--- config.mk ---
export PLATFORM = sky130hd
export DESIGN_NAME = table_driven_source_lexer_top_flat
export DESIGN_NICKNAME = d
export VERILOG_FILES = /design/src/hdl/tdsl_pkg.sv /design/src/hdl/tdsl_if.sv /design/src/hdl/tdsl_core.sv /design/src/hdl/tdsl_out_queue.sv /design/src/hdl/table_driven_source_lexer_top.sv /design/src/flat_wrapper.sv
export SDC_FILE = /design/constraint.sdc
export NUM_CORES = 1
export LEC_CHECK = 0
export BUFFER_PORTS_ARGS = -buffer_cell sky130_fd_sc_hd__buf_2
export CAP_MARGIN = 20
export CORE_MARGIN = 1
export CORE_UTILIZATION = 35
export CTS_BUF_LIST = sky130_fd_sc_hd__clkbuf_16
export DETAILED_ROUTE_END_ITERATION = 8
export PLACE_DENSITY = 0.49
export SLEW_MARGIN = 30
export SYNTH_ARGS = -nofsm -noshare
export SYNTH_HDL_FRONTEND = slang
export SYNTH_SLANG_ARGS = --single-unit
--- constraint.sdc ---
create_clock -name clk -period 6.9 [get_ports clk]
set_clock_uncertainty 0.15 [all_clocks]
set_input_delay 1.035 -clock clk [delete_from_list [all_inputs] [get_ports clk]]
set_output_delay 1.035 -clock clk [all_outputs]
set_load 0.005 [all_outputs]
--- src/hdl/tdsl_pkg.sv ---
// ----------------------------------------------------------------------------
// tdsl_pkg
// Shared types, codes and lookup functions for the source lexer.
// ----------------------------------------------------------------------------
package tdsl_pkg;

  // Width of the running byte offset; token offsets are cut to 32 bits
  localparam int unsigned OFFSET_WIDTH = 32;

  // Scan states (0..5 are stored, 6..11 are transient outcomes)
  localparam logic [3:0] ST_IDENT       = 4'd0;
  localparam logic [3:0] ST_MINUS       = 4'd1;
  localparam logic [3:0] ST_NUMBER      = 4'd2;
  localparam logic [3:0] ST_OPER        = 4'd3;
  localparam logic [3:0] ST_COMMENT     = 4'd4;
  localparam logic [3:0] ST_START       = 4'd5;
  localparam logic [3:0] ST_DONE_IDENT  = 4'd6;
  localparam logic [3:0] ST_DONE_NUMBER = 4'd7;
  localparam logic [3:0] ST_DONE_OPER   = 4'd8;
  localparam logic [3:0] ST_EOF         = 4'd9;
  localparam logic [3:0] ST_ILLEGAL     = 4'd10;
  localparam logic [3:0] ST_PUNCT       = 4'd11;

  // Character classes
  localparam logic [3:0] CL_UNUSED  = 4'd0;
  localparam logic [3:0] CL_ALPHA   = 4'd1;
  localparam logic [3:0] CL_DIGIT   = 4'd2;
  localparam logic [3:0] CL_HASH    = 4'd3;
  localparam logic [3:0] CL_MINUS   = 4'd4;
  localparam logic [3:0] CL_NEWLINE = 4'd5;
  localparam logic [3:0] CL_NULL    = 4'd6;
  localparam logic [3:0] CL_OPER    = 4'd7;
  localparam logic [3:0] CL_PUNCT   = 4'd8;
  localparam logic [3:0] CL_SPACE   = 4'd9;

  // Token tags
  localparam logic [5:0] TK_ASSIGN    = 6'd0;
  localparam logic [5:0] TK_COMMA     = 6'd1;
  localparam logic [5:0] TK_DOT       = 6'd2;
  localparam logic [5:0] TK_COLON     = 6'd3;
  localparam logic [5:0] TK_SEMICOLON = 6'd4;
  localparam logic [5:0] TK_LBRACE    = 6'd5;
  localparam logic [5:0] TK_RBRACE    = 6'd6;
  localparam logic [5:0] TK_LBRACKET  = 6'd7;
  localparam logic [5:0] TK_RBRACKET  = 6'd8;
  localparam logic [5:0] TK_LPAREN    = 6'd9;
  localparam logic [5:0] TK_RPAREN    = 6'd10;
  localparam logic [5:0] TK_ADD       = 6'd11;
  localparam logic [5:0] TK_SUB       = 6'd12;
  localparam logic [5:0] TK_MUL       = 6'd13;
  localparam logic [5:0] TK_DIV       = 6'd14;
  localparam logic [5:0] TK_NEG       = 6'd15;
  localparam logic [5:0] TK_EQ        = 6'd16;
  localparam logic [5:0] TK_NE        = 6'd17;
  localparam logic [5:0] TK_GE        = 6'd18;
  localparam logic [5:0] TK_GT        = 6'd19;
  localparam logic [5:0] TK_LE        = 6'd20;
  localparam logic [5:0] TK_LT        = 6'd21;
  localparam logic [5:0] TK_KW_AND    = 6'd22;
  localparam logic [5:0] TK_KW_CASE   = 6'd23;
  localparam logic [5:0] TK_KW_DO     = 6'd24;
  localparam logic [5:0] TK_KW_ELIF   = 6'd25;
  localparam logic [5:0] TK_KW_ELSE   = 6'd26;
  localparam logic [5:0] TK_KW_END    = 6'd27;
  localparam logic [5:0] TK_KW_FOR    = 6'd28;
  localparam logic [5:0] TK_KW_FUN    = 6'd29;
  localparam logic [5:0] TK_KW_IF     = 6'd30;
  localparam logic [5:0] TK_KW_LET    = 6'd31;
  localparam logic [5:0] TK_KW_OR     = 6'd32;
  localparam logic [5:0] TK_KW_THEN   = 6'd33;
  localparam logic [5:0] TK_KW_WHILE  = 6'd34;
  localparam logic [5:0] TK_IDENT     = 6'd35;
  localparam logic [5:0] TK_NUMBER    = 6'd36;
  localparam logic [5:0] TK_EOF       = 6'd37;
  localparam logic [5:0] TK_ILLEGAL   = 6'd38;

  localparam logic [31:0] SPAN_MAX = 32'hFFFF_FFFF;

  typedef struct packed {
    logic [5:0]  token_kind;
    logic [31:0] token_start;
    logic [31:0] token_stop;
    logic        last;
  } token_t;

  // Tokens produced by one byte: count is 0..2, tok0 goes out first
  typedef struct packed {
    logic [1:0] count;
    token_t     tok0;
    token_t     tok1;
  } step_out_t;

  function automatic logic [3:0] char_class(input logic [7:0] b);
    logic [3:0] c;
    case (b) inside
      8'h00:                          c = CL_NULL;
      8'h09, 8'h20:                   c = CL_SPACE;
      8'h0A:                          c = CL_NEWLINE;
      "#":                            c = CL_HASH;
      "-":                            c = CL_MINUS;
      ["0":"9"]:                      c = CL_DIGIT;
      ["A":"Z"], ["a":"z"], "_":      c = CL_ALPHA;
      "(", ")", ",", ".", ":", ";",
      "[", "]", "{", "}":             c = CL_PUNCT;
      "!", "$", "%", "&", "*", "+", "/",
      "<", "=", ">", "?", "@", "^", "|", "~": c = CL_OPER;
      default:                        c = CL_UNUSED;
    endcase
    return c;
  endfunction

  // Transition table of the scanner
  function automatic logic [3:0] next_state(input logic [3:0] s, input logic [3:0] cls);
    logic [3:0] n;
    unique case (s)
      ST_IDENT:
        n = (cls == CL_ALPHA || cls == CL_DIGIT) ? ST_IDENT : ST_DONE_IDENT;
      ST_MINUS:
        n = (cls == CL_DIGIT) ? ST_NUMBER :
            (cls == CL_MINUS || cls == CL_OPER) ? ST_OPER : ST_DONE_OPER;
      ST_NUMBER:
        n = (cls == CL_DIGIT) ? ST_NUMBER : ST_DONE_NUMBER;
      ST_OPER:
        n = (cls == CL_MINUS || cls == CL_OPER) ? ST_OPER : ST_DONE_OPER;
      ST_COMMENT:
        n = (cls == CL_NEWLINE) ? ST_START :
            (cls == CL_NULL) ? ST_EOF : ST_COMMENT;
      default: begin
        case (cls)
          CL_ALPHA:            n = ST_IDENT;
          CL_DIGIT:            n = ST_NUMBER;
          CL_HASH:             n = ST_COMMENT;
          CL_MINUS:            n = ST_MINUS;
          CL_NULL:             n = ST_EOF;
          CL_OPER:             n = ST_OPER;
          CL_PUNCT:            n = ST_PUNCT;
          CL_NEWLINE, CL_SPACE: n = ST_START;
          default:             n = ST_ILLEGAL;
        endcase
      end
    endcase
    return n;
  endfunction

  // Identifier or keyword; head byte i sits at bits 8i+7..8i
  function automatic logic [5:0] ident_tag(input logic [39:0] head, input logic [31:0] span);
    logic [15:0] w2;
    logic [23:0] w3;
    logic [31:0] w4;
    logic [39:0] w5;
    logic [5:0]  t;
    w2 = {head[7:0], head[15:8]};
    w3 = {w2, head[23:16]};
    w4 = {w3, head[31:24]};
    w5 = {w4, head[39:32]};
    t  = TK_IDENT;
    if (span == 32'd2) begin
      if (w2 == "do") t = TK_KW_DO;
      else if (w2 == "if") t = TK_KW_IF;
      else if (w2 == "or") t = TK_KW_OR;
    end else if (span == 32'd3) begin
      if (w3 == "and") t = TK_KW_AND;
      else if (w3 == "end") t = TK_KW_END;
      else if (w3 == "for") t = TK_KW_FOR;
      else if (w3 == "fun") t = TK_KW_FUN;
      else if (w3 == "let") t = TK_KW_LET;
    end else if (span == 32'd4) begin
      if (w4 == "case") t = TK_KW_CASE;
      else if (w4 == "elif") t = TK_KW_ELIF;
      else if (w4 == "else") t = TK_KW_ELSE;
      else if (w4 == "then") t = TK_KW_THEN;
    end else if (span == 32'd5) begin
      if (w5 == "while") t = TK_KW_WHILE;
    end
    return t;
  endfunction

  // Operator span: single operators and the two-byte comparisons
  function automatic logic [5:0] oper_tag(input logic [39:0] head, input logic [31:0] span);
    logic [5:0] t;
    t = TK_ILLEGAL;
    if (span == 32'd1) begin
      case (head[7:0])
        "=":     t = TK_ASSIGN;
        "+":     t = TK_ADD;
        "-":     t = TK_SUB;
        "*":     t = TK_MUL;
        "/":     t = TK_DIV;
        "~":     t = TK_NEG;
        ">":     t = TK_GT;
        "<":     t = TK_LT;
        default: t = TK_ILLEGAL;
      endcase
    end else if (span == 32'd2 && head[15:8] == "=") begin
      case (head[7:0])
        "=":     t = TK_EQ;
        "!":     t = TK_NE;
        ">":     t = TK_GE;
        "<":     t = TK_LE;
        default: t = TK_ILLEGAL;
      endcase
    end
    return t;
  endfunction

  function automatic logic [5:0] punct_tag(input logic [7:0] b);
    logic [5:0] t;
    case (b)
      ",":     t = TK_COMMA;
      ".":     t = TK_DOT;
      ":":     t = TK_COLON;
      ";":     t = TK_SEMICOLON;
      "{":     t = TK_LBRACE;
      "}":     t = TK_RBRACE;
      "[":     t = TK_LBRACKET;
      "]":     t = TK_RBRACKET;
      "(":     t = TK_LPAREN;
      ")":     t = TK_RPAREN;
      default: t = TK_ILLEGAL;
    endcase
    return t;
  endfunction

  // Offset cut to the 32-bit port width
  function automatic logic [31:0] off_out(input logic [OFFSET_WIDTH-1:0] v);
    logic [63:0] w;
    w = 64'(v);
    return w[31:0];
  endfunction

endpackage

--- src/hdl/tdsl_if.sv ---
// ----------------------------------------------------------------------------
// tdsl_byte_if / tdsl_token_if
// Valid/ready channels for source bytes and tokens.
// ----------------------------------------------------------------------------
interface tdsl_byte_if;
  logic       valid;
  logic       ready;
  logic [7:0] in_byte;

  modport source (output valid, output in_byte, input ready);
  modport sink   (input valid, input in_byte, output ready);
endinterface

interface tdsl_token_if;
  logic        valid;
  logic        ready;
  logic [5:0]  token_kind;
  logic [31:0] token_start;
  logic [31:0] token_stop;
  logic        last;

  modport source (output valid, output token_kind, output token_start,
                  output token_stop, output last, input ready);
  modport sink   (input valid, input token_kind, input token_start,
                  input token_stop, input last, output ready);
endinterface

--- src/hdl/tdsl_core.sv ---
// ----------------------------------------------------------------------------
// tdsl_core
// Scanner state and token forming for one byte per step.
// ----------------------------------------------------------------------------
module tdsl_core (
  input  logic                 clk,
  input  logic                 rst,
  input  logic                 step,
  input  logic [7:0]           in_byte,
  output tdsl_pkg::step_out_t  res
);
  import tdsl_pkg::*;

  logic [2:0]              scan_state, scan_state_next;
  logic [31:0]             span_count, span_count_next;
  logic [39:0]             head_chars, head_chars_next;
  logic [OFFSET_WIDTH-1:0] byte_offset, byte_offset_next;

  logic [3:0]  cls, cur, ns, ns2;
  logic        first_fire, second_fire;
  logic [5:0]  tag1, tag2;
  logic [63:0] start_wide;
  logic [31:0] span_eff;
  logic [39:0] head_eff;
  token_t      t1, t2;

  // Classify and take the table step, then rescan from start on a span end
  always_comb begin
    cls        = char_class(in_byte);
    cur        = (scan_state > ST_START[2:0]) ? ST_START : {1'b0, scan_state};
    ns         = next_state(cur, cls);
    first_fire = (ns == ST_DONE_IDENT) || (ns == ST_DONE_NUMBER) || (ns == ST_DONE_OPER);
    ns2        = first_fire ? next_state(ST_START, cls) : ns;
    second_fire = (ns2 == ST_EOF) || (ns2 == ST_ILLEGAL) || (ns2 == ST_PUNCT);

    if (ns == ST_DONE_IDENT)       tag1 = ident_tag(head_chars, span_count);
    else if (ns == ST_DONE_NUMBER) tag1 = TK_NUMBER;
    else                           tag1 = oper_tag(head_chars, span_count);

    if (ns2 == ST_EOF)        tag2 = TK_EOF;
    else if (ns2 == ST_PUNCT) tag2 = punct_tag(in_byte);
    else                      tag2 = TK_ILLEGAL;

    start_wide = 64'(byte_offset) - 64'(span_count);
    t1.token_kind  = tag1;
    t1.token_start = off_out(start_wide[OFFSET_WIDTH-1:0]);
    t1.token_stop  = off_out(byte_offset);
    t1.last        = !second_fire;

    t2.token_kind  = tag2;
    t2.token_start = off_out(byte_offset);
    t2.token_stop  = (ns2 == ST_EOF) ? off_out(byte_offset)
                                     : off_out(byte_offset + OFFSET_WIDTH'(1));
    t2.last        = 1'b1;

    res.count = 2'(first_fire) + 2'(second_fire);
    res.tok0  = first_fire ? t1 : t2;
    res.tok1  = t2;
  end

  // Next scanner state
  always_comb begin
    span_eff = first_fire ? '0 : span_count;
    head_eff = first_fire ? '0 : head_chars;
    scan_state_next  = scan_state;
    span_count_next  = span_eff;
    head_chars_next  = head_eff;
    byte_offset_next = byte_offset + OFFSET_WIDTH'(1);
    if (ns2 == ST_EOF) begin
      scan_state_next  = ST_START[2:0];
      span_count_next  = '0;
      head_chars_next  = '0;
      byte_offset_next = '0;
    end else if (ns2 == ST_ILLEGAL || ns2 == ST_PUNCT) begin
      scan_state_next = ST_START[2:0];
    end else begin
      if (ns2 <= ST_OPER) begin
        case (span_eff)
          32'd0:   head_chars_next[7:0]   = head_eff[7:0]   | in_byte;
          32'd1:   head_chars_next[15:8]  = head_eff[15:8]  | in_byte;
          32'd2:   head_chars_next[23:16] = head_eff[23:16] | in_byte;
          32'd3:   head_chars_next[31:24] = head_eff[31:24] | in_byte;
          32'd4:   head_chars_next[39:32] = head_eff[39:32] | in_byte;
          default: head_chars_next = head_eff;
        endcase
        if (span_eff != SPAN_MAX) span_count_next = span_eff + 32'd1;
      end
      scan_state_next = ns2[2:0];
    end
  end

  always_ff @(posedge clk) begin
    if (rst) begin
      scan_state  <= ST_START[2:0];
      span_count  <= '0;
      head_chars  <= '0;
      byte_offset <= '0;
    end else if (step) begin
      scan_state  <= scan_state_next;
      span_count  <= span_count_next;
      head_chars  <= head_chars_next;
      byte_offset <= byte_offset_next;
    end
  end

  // End of text always restarts offsets
  a_eof_offset: assert property (@(posedge clk) disable iff (rst)
    step && ns2 == ST_EOF |=> byte_offset == '0)
    else $error("offset not cleared after end of text");

  // With two tokens only the second carries last
  a_last_pair: assert property (@(posedge clk) disable iff (rst)
    step && res.count == 2'd2 |-> res.tok1.last && !res.tok0.last)
    else $error("last flag misplaced on token pair");

  // A comment byte leaves the span empty
  a_comment_span: assert property (@(posedge clk) disable iff (rst)
    step && scan_state_next == ST_COMMENT[2:0] |=> span_count == '0)
    else $error("span open inside comment");

endmodule

--- src/hdl/tdsl_out_queue.sv ---
// ----------------------------------------------------------------------------
// tdsl_out_queue
// Four-entry token queue: takes up to two tokens, sends one per cycle while tok.ready is high.
// ----------------------------------------------------------------------------
module tdsl_out_queue (
  input  logic                clk,
  input  logic                rst,
  input  logic                push_en,
  input  tdsl_pkg::step_out_t push,
  output logic                room,
  tdsl_token_if.source        tok
);
  import tdsl_pkg::*;

  token_t     entries [4];
  logic [1:0] wr_ptr, rd_ptr;
  logic [2:0] count, count_next;
  logic [1:0] push_cnt;
  logic       pop;

  assign push_cnt = push_en ? push.count : 2'd0;
  assign pop      = tok.valid && tok.ready;
  assign room     = (count <= 3'd2);

  assign count_next = count + 3'(push_cnt) - 3'(pop);

  // Output side reads the head entry
  assign tok.valid       = (count != 3'd0);
  assign tok.token_kind  = entries[rd_ptr].token_kind;
  assign tok.token_start = entries[rd_ptr].token_start;
  assign tok.token_stop  = entries[rd_ptr].token_stop;
  assign tok.last        = entries[rd_ptr].last;

  // Storage
  always_ff @(posedge clk) begin
    if (push_cnt != 2'd0) entries[wr_ptr] <= push.tok0;
    if (push_cnt == 2'd2) entries[wr_ptr + 2'd1] <= push.tok1;
  end

  // Pointers and fill
  always_ff @(posedge clk) begin
    if (rst) begin
      wr_ptr <= '0;
      rd_ptr <= '0;
      count  <= '0;
    end else begin
      wr_ptr <= wr_ptr + push_cnt;
      rd_ptr <= rd_ptr + 2'(pop);
      count  <= count_next;
    end
  end

  a_no_overflow: assert property (@(posedge clk) disable iff (rst)
    push_cnt != 2'd0 |-> room)
    else $error("token push without room");

  a_fill_bound: assert property (@(posedge clk) disable iff (rst)
    count <= 3'd4)
    else $error("token queue fill out of range");

  a_empty_stays: assert property (@(posedge clk) disable iff (rst)
    count == 3'd0 && push_cnt == 2'd0 |=> !tok.valid)
    else $error("token shown from empty queue");

endmodule

--- src/hdl/table_driven_source_lexer_top.sv ---
// ----------------------------------------------------------------------------
// table_driven_source_lexer_top
// Byte-serial table-driven lexer producing tagged tokens with offsets.
// ----------------------------------------------------------------------------
// Usage:
//   src carries one source byte per item (in_byte); a zero byte ends the
//   text. tok carries tokens: kind tag, start offset, stop offset, and last,
//   which is set on the final token caused by a byte. A byte gives zero,
//   one or two tokens.
// Timing:
//   A byte is held in an input register, then the scanner logic writes its
//   tokens into a four-entry output queue. The first token of a byte passes
//   through the input register and the queue before it is shown and can
//   leave. Throughput is one byte per cycle while the queue holds at most
//   two tokens; output drains one token per cycle while tok.ready is high,
//   so a byte that gives two tokens sends them out one after the other.
// Reset:
//   rst (synchronous) returns the scanner to start, clears the span and
//   offset, and empties the queue and input register.
// Stalls:
//   When tok.ready is low, tokens stay in the queue; once fewer than two
//   entries are free the input register stops advancing and src.ready
//   drops. Nothing is lost or repeated.
// ----------------------------------------------------------------------------
module table_driven_source_lexer_top (
  input  logic         clk,
  input  logic         rst,
  tdsl_byte_if.sink    src,
  tdsl_token_if.source tok
);
  import tdsl_pkg::*;

  logic       stage_valid;
  logic [7:0] stage_byte;
  logic       room;
  logic       advance;
  step_out_t  res;

  assign advance   = stage_valid && room;
  assign src.ready = !stage_valid || advance;

  // Input register
  always_ff @(posedge clk) begin
    if (rst) begin
      stage_valid <= 1'b0;
    end else if (src.ready) begin
      stage_valid <= src.valid;
    end
  end

  always_ff @(posedge clk) begin
    if (src.valid && src.ready) stage_byte <= src.in_byte;
  end

  tdsl_core u_core (
    .clk     (clk),
    .rst     (rst),
    .step    (advance),
    .in_byte (stage_byte),
    .res     (res)
  );

  tdsl_out_queue u_queue (
    .clk     (clk),
    .rst     (rst),
    .push_en (advance),
    .push    (res),
    .room    (room),
    .tok     (tok)
  );

endmodule
--- src/flat_wrapper.sv ---
// flat-port wrapper written by rule: the top's interface ports become plain ports
module table_driven_source_lexer_top_flat import tdsl_pkg::*;
  (clk, rst, src_valid, src_in_byte, src_ready, tok_valid, tok_token_kind, tok_token_start, tok_token_stop, tok_last, tok_ready);
  tdsl_byte_if src_i ();
  tdsl_token_if tok_i ();
  input  logic clk;
  input  logic rst;
  input wire logic [$bits(src_i.valid)-1:0] src_valid;
  input wire logic [$bits(src_i.in_byte)-1:0] src_in_byte;
  output wire logic [$bits(src_i.ready)-1:0] src_ready;
  output wire logic [$bits(tok_i.valid)-1:0] tok_valid;
  output wire logic [$bits(tok_i.token_kind)-1:0] tok_token_kind;
  output wire logic [$bits(tok_i.token_start)-1:0] tok_token_start;
  output wire logic [$bits(tok_i.token_stop)-1:0] tok_token_stop;
  output wire logic [$bits(tok_i.last)-1:0] tok_last;
  input wire logic [$bits(tok_i.ready)-1:0] tok_ready;
  assign src_i.valid = src_valid;
  assign src_i.in_byte = src_in_byte;
  assign src_ready = src_i.ready;
  assign tok_valid = tok_i.valid;
  assign tok_token_kind = tok_i.token_kind;
  assign tok_token_start = tok_i.token_start;
  assign tok_token_stop = tok_i.token_stop;
  assign tok_last = tok_i.last;
  assign tok_i.ready = tok_ready;
  table_driven_source_lexer_top u_core (.clk(clk), .rst(rst), .src(src_i), .tok(tok_i));
endmodule
# Word-level counts from Yosys, hierarchy flattened
# Memory sizes are Yosys's and may differ from the RTL's. A register that Yosys moved wholly into a read port is not among the register bits.
# Cells that the tools add are included.
[op_classes] order_cmp=9 n_mux=69 n_eq_ne=81 bitwise_logic=5 div_mod_pow=0 n_reduce_logical=26 n_shift=0 n_addsub=9 mul=0
[op_table] cell="$eq 8x6->1 const B" count=29
[op_table] cell="$mux 32" count=7
[op_table] cell="$mux 40" count=4
[op_table] cell="$eq 32x2->1 const B" count=4
[op_table] cell="$eq 32x31->1 const B" count=4
[op_table] cell="$eq 24x23->1 const B" count=5
[op_table] cell="$mux 6" count=19
[op_table] cell="$eq 32x3->1 const B" count=3
[op_table] cell="$eq 8x7->1 const B" count=10
[op_table] cell="$mux 71" count=1
[op_table] cell="$add 32x1->32 const B" count=2
[op_table] cell="$eq 32x1->1 const B" count=2
[op_table] cell="$pmux 6 s10" count=1
[op_table] cell="$mux 4" count=13
[op_table] cell="$eq 16x15->1 const B" count=3
[op_table] cell="$pmux 6 s8" count=1
[op_table] cell="$eq 40x39->1 const B" count=1
[op_table] cell="$mux 8" count=5
[op_table] cell="$or 8x8->8" count=5
[op_table] cell="$logic_not 32->1" count=1
[op_table] cell="$ne 32x32->1 const B" count=1
[op_table] cell="$sub 32x32->32" count=1
[op_table] cell="$eq 4x3->1 const B" count=6
[op_table] cell="$pmux 6 s4" count=1
[op_table] cell="other kinds (36)" count=70
[word_totals] regBits=123 rom_bits=128 input_bits=12 elab_cells=211 n_memories=3 latch_bits=0 ramBits=284
[memory_table] name="u_core.u_queue.entries" words=4 word_bits=71 read_ports=1 rd_clocked_by_memory_dff=1 wr=2 line_no="tdsl_out_queue.sv:15" rtl="token_t entries [4];"
[memory_table] name="(no name shown)" words=16 word_bits=4 read_ports=1 rd_clocked_by_memory_dff=0 wr=0 line_no="tdsl_pkg.sv:129" rtl="case (cls)"
[memory_table] name="(no name shown)" words=16 word_bits=4 read_ports=1 rd_clocked_by_memory_dff=0 wr=0 line_no="tdsl_pkg.sv:129"

# Longest topological paths before layout
[depth] ltp_word=28 ltp_mapped=23 ltp_nobuf=19

# By module
# From an unflattened synthesis, not the netlist that was laid out.
[hier_totals] cells_unflattened=2179 hier_area_um2=24388.4
[by_module_without_submodules] mod="tdsl_out_queue" seq_area_each_um2=8668.3 n_inst=1 area_each_um2=14342.5 cells_each=742
[by_module_without_submodules] mod="tdsl_core" seq_area_each_um2=2142.1 n_inst=1 area_each_um2=9743.1 cells_each=1423
[by_module_without_submodules] mod="table_driven_source_lexer_top" seq_area_each_um2=260.2 n_inst=1 area_each_um2=302.8 cells_each=14

# Worst setup path after synthesis
# OpenSTA, ideal clock, no wires.
[synth_timing] kind="register -> register" startpoint="register u_core.stage_byte[3]" endpoint="memory u_core.u_queue.entries[2][3] in the netlist's numbering, data pin" setup_slack_ps=852 stages_incl_launch_ff=22 t_required_ps=6604 setup_time_ps=146 arrival_time_ps=5752 n_path_buf=7 path_cell_list="edfxtp_1 > buf_2 > clkbuf_1 > o21ai_0 > and3_1 > nor3b_1 > nand3_1 > a21o_1 > a31o_2 > buf_2 > inv_1 > buf_2 > buf_2 > ha_1 > buf_2 > nand2b_1 > nor3_1 > nor2_1 > clkbuf_1 > inv_1 > o21ai_0 > nor2_1"
[synth_rtl] item="start, declared" line_no="table_driven_source_lexer_top.sv:34" rtl="logic [7:0] stage_byte;"
[synth_rtl] item="start signal, assigned" line_no="table_driven_source_lexer_top.sv:52" rtl="if (src.valid && src.ready) stage_byte <= src.in_byte;"
[synth_rtl] item="end, declared" line_no="tdsl_out_queue.sv:15"

# Worst setup path in the final report
[layout_timing] startpoint="register u_core.stage_byte[2]" endpoint="register u_core.u_core.span_count[1]"
[layout_via] elab_chain_len=25 elab_cells_between_ends=89
[layout_lines] item="$eq 8x6->1 / $eq 8x7->1 (equally long branches)" line_no="tdsl_core.sv:29" rtl="cls = char_class(in_byte);"
[layout_lines] item="$reduce_or 15->1" line_no="tdsl_pkg.sv:95" rtl="case (b) inside"
[layout_lines] item="$mux 3" line_no="tdsl_pkg.sv:95"
[layout_lines] item="$mux 4 (7 in series)" line_no="tdsl_pkg.sv:95"
[layout_lines] item="$mux 4 *" line_no="tdsl_pkg.sv:95"
[layout_lines] item="$eq 4x3->1" line_no="tdsl_pkg.sv:120, tdsl_pkg.sv:124"
[layout_lines] item="$logic_or 1x1->1" line_no="tdsl_pkg.sv:120, tdsl_pkg.sv:124"
[layout_lines] item="$mux 4" line_no="tdsl_pkg.sv:120, tdsl_pkg.sv:124"
[layout_lines] item="[... 2 more ...]"
[layout_lines] item="$eq 4x3->1" line_no="tdsl_core.sv:32" rtl="first_fire = (ns == ST_DONE_IDENT) || (ns == ST_DONE_NUMBER) || (ns == ST_DONE_OPER);"
[layout_lines] item="$logic_or 1x1->1 (2 in series)" line_no="tdsl_core.sv:32"
[layout_lines] item="$mux 32" line_no="tdsl_core.sv:63" rtl="span_eff = first_fire ? '0 : span_count;"
[layout_lines] item="$add 32x1->32 / $ne 32x32->1 (equally long branches)" line_no="tdsl_core.sv:86" rtl="if (span_eff != SPAN_MAX) span_count_next = span_eff + 32'd1;"
[layout_lines] item="$mux 32" line_no="tdsl_core.sv:86"
[layout_lines] item="$mux 32" line_no="tdsl_core.sv:77" rtl="if (ns2 <= ST_OPER) begin"
[layout_lines] item="$mux 32" line_no="tdsl_core.sv:74" rtl="end else if (ns2 == ST_ILLEGAL || ns2 == ST_PUNCT) begin"
[layout_lines] item="$mux 32 *" line_no="tdsl_core.sv:69" rtl="if (ns2 == ST_EOF) begin"
[layout_lines] item="end signal, assigned" line_no="tdsl_core.sv:100" rtl="span_count <= span_count_next;"
[layout_lines] item="end, declared" line_no="tdsl_core.sv:15" rtl="logic [31:0] span_count, span_count_next;"
# Mark *: on every way between the ends. The rest lies on a longest branch, timed or not.
# A chain may end at the register's enable or synchronous reset.

==> results.md <==
- Gr usage total: about a quarter
- Synth warn: 0
- DR iter-0 viols: 2126
- Critical path, cell by cell: inv_2 -> o211a_1 -> o2111ai_1 -> nand2_1 -> nor3_4 -> a31o_2 -> nand2_1 -> inv_1 -> ha_1 -> nand3_1 -> nor3_1 -> nand2_1 -> nor4_1 -> nor4b_1 -> and2_1 -> nor2_1 -> mux2_2 -> o22ai_1
- Setup CP Type: register to register
- Area fraction of the dominant cell type after synthesis: 36.3%
- DRC viols: 4
- P_leak: roughly 8.4 nW
- Final Hold Fails: 0
- Port Buffers: 84
- Cell row count: 94
- Main synth FF type: edfxtp_1
- Max_cap viols: 0
- Worst Path Required: about 7.3 ns
- Highest clock rate: 168 MHz
- Area delta synth->final: 11.7%
- Post-CTS setup buffers: 0
- Sink Count: 407
- Hold WC Path Type: register to register
- Max rail drop VDD: 0.181 mV
- Die area: ~68000 µm²
- WP data arrival: approximately 6.3 ns
- GR Layer Usage met1: 32.4%
- Post-Syn Area: around 24000 µm²
- Clock slew seen by the registers of the worst setup and hold paths: 0.06 ns
- Met2 usage: 40.9%
- GR peak layer: met2
- Cells resized by post-CTS repair: 0
- Max stage delay on crit path: 0.80 ns
- Number of distinct library cells after synthesis: 81
- RSZ-0062 raised after global routing: no
- Synth Net Count: ~2500
- Avg Inst Size Synth: 9.78 µm²
- Count leader, synth: edfxtp_1
- Tmin final: 5.94 ns
- First-pass GRT wire length: 126000 µm
- Layout Cells excl Fill: 3291
- Status: complete, but fails checks
- Number of synthesized register bits: 407
- HPWL after DPL: between 50000 and 60000 µm
- Chip Height: 261 µm
- Slowest-stage cell, CP: edfxtp_1
- Tcrit/Tclk final: between 80% and 90%
- Antenna cells: 0
- Total wire length: 84400 µm
- Most common cell on crit path: nand2_1
- Post-route ant nets: 0
- Vias per inst: 6.12
- Clock buffer depth: 3
- Htree depth: 2
- WP depth: 18
- Asr flop ratio synth: 0%
- Worst-margin pin slew: between 0.9 and 1 ns
- TritonRoute pass-1 iters: 9
- Failing checks: DRC
- CTS Buf Count: between 40 and 50
- Post-synthesis sequential area ratio: 46.8%
- Hold depth: 1
- Top post-synthesis cells by count: edfxtp_1, nand2_1, o21ai_0, a21oi_1, clkbuf_1
- Largest net degree at the start of global routing: 66
- Clock Root Buffer: clkbuf_16
- Via count: ~20000
- Kind of end point of the critical path: register
- Final net count: 2445
- Worst Path Max Fanout: 20
- Gr ovfl total: 0
- CTS tree: done
- CP bufs+invs: 2
- Synth Instances: 2403
- Met3 usage: 3.34%
- Post-DR wirelength/cell: 25.6 µm
- Slew margin rel.: 34.1%
- Latest clock arrival within the worst-skew pair: 0.61 ns
- Setup tns final: 0 ns
- Worst path top cell family by delay: simple AND/OR/NAND/NOR gates
- Dominant cells by area after synthesis: edfxtp_1, dfxtp_1, mux4_2, o21ai_0, nand2_1
- Vias in the first global route: 19394
- Number of synthesized flops with an enable pin: 284
- Initial core utilization: 35.6%
- # IOs: 85
- Share of post-route cells with drive strength above 1: 13.5%
- Power Density: 263 nW/µm²
- Critical Path Source Type: register
- Placed Instances: 3203
- Final slew viol count: 0
- Reg2reg path depth: 18
- Width of the die: 261 µm
- # setup viols final: 0
- GPL Wtd Cong: around 0.9
- Hold_buf cts: 0
- Placeable Area: 66100 µm²
- Antenna violations before repair: 1
- Cell taking the most area after synthesis: edfxtp_1
==> layout by cell type, fill, tap and decap left out, drive strengths merged, types with 70 or more instances in the layout <==
| master | n |
|---|---|
| edfxtp | 284 |
| nand2 | 272 |
| o21ai | 249 |
| a21oi | 182 |
| nor2 | 151 |
| buf | 145 |
| dfxtp | 123 |
| a311oi | 91 |
| a22o | 77 |
| inv | 75 |
| mux4 | 71 |
| nand3 | 70 |
==> path summary, 6_finish.rpt <==
kind	slack, ns	endpoint	startpoint
setup / recovery	0.96	u_core.u_core.span_count[1]$_SDFFE_PP0P_	u_core.stage_byte[2]$_DFFE_PP_
hold / removal	0.31	u_core.u_core.head_chars[39]$_SDFFE_PP0P_	u_core.u_core.head_chars[39]$_SDFFE_PP0P_
setup reg to reg	0.96	u_core.u_core.span_count[1]$_SDFFE_PP0P_	u_core.stage_byte[2]$_DFFE_PP_
hold reg to reg	0.31	u_core.u_core.head_chars[39]$_SDFFE_PP0P_	u_core.u_core.head_chars[39]$_SDFFE_PP0P_
==> state kept, by name (all words and copies together) (netlist names) <==
register,count
u_core.u_core.scan_state,3
u_core.u_queue.count,3
u_core.u_queue.entries,284
u_core.u_core.head_chars,40
u_core.stage_byte,8
u_core.u_queue.rd_ptr,2
u_core.u_queue.wr_ptr,2
u_core.u_core.span_count,32
u_core.stage_valid,1
u_core.u_core.byte_offset,32
==> metal layers <==
layer | vias up | part of all wire (%)
met4 | 0 | 3.1
met5 | - | 0
met2 | 773 | 48
met1 | 10032 | 42
met3 | 148 | 6.6
li1 | 9172 | -
==> cell type report <==
cell class	count	area, µm²
tap	864	1080
clock inverter	40	313
clock buffer	48	1200
inverter	66	253
sequential	407	11000
fill	6510	39800
multi-input combinational	1721	11500
timing repair buffer	145	891
==> cell families (layout without fill, tap and decap cells) <==
family	Yosys count	in the layout	synth area share, %
AOI/OAI and AO/OA	778	778	21.3
xor gates and xnor gates	30	30	1.12
adders and majority gates	45	45	2.46
buffers and inverters	275	299	4.50
DFF	407	407	46.8
muxes	79	79	7.19
and+or+nand+nor	789	789	16.6
==> where the power goes <==
group          switching [mW]  leakage [nW]  internal, mW
logic                   0.916          4.07         0.623
clock network            1.08         0.788          1.41
registers               0.157          3.52          2.73
==> through the flow <==
| step | worst slack (ns) | util [%] | area (µm²) | hold WS, ns | power, mW |
|---|---|---|---|---|---|
| 6_report | 0.963 | 39.7 | 26300 | 0.311 | 6.92 |
| 5_1_grt | 0.493 | 39.7 | 26300 | 0.319 | 7.18 |
| 4_1_cts | 0.993 | 39.7 | 26200 | 0.306 | 6.99 |
| 3_5_place_dp | 1.01 | 37.4 | 24700 | 0.290 | 4.48 |
| 3_3_place_gp | 0.986 | 37.4 | 24700 | 0.277 | 4.48 |
| 2_1_floorplan | 0.852 | - | 23500 | 0.266 | 3.82 |
No activity file was read; power rests on OpenSTA's default activity.
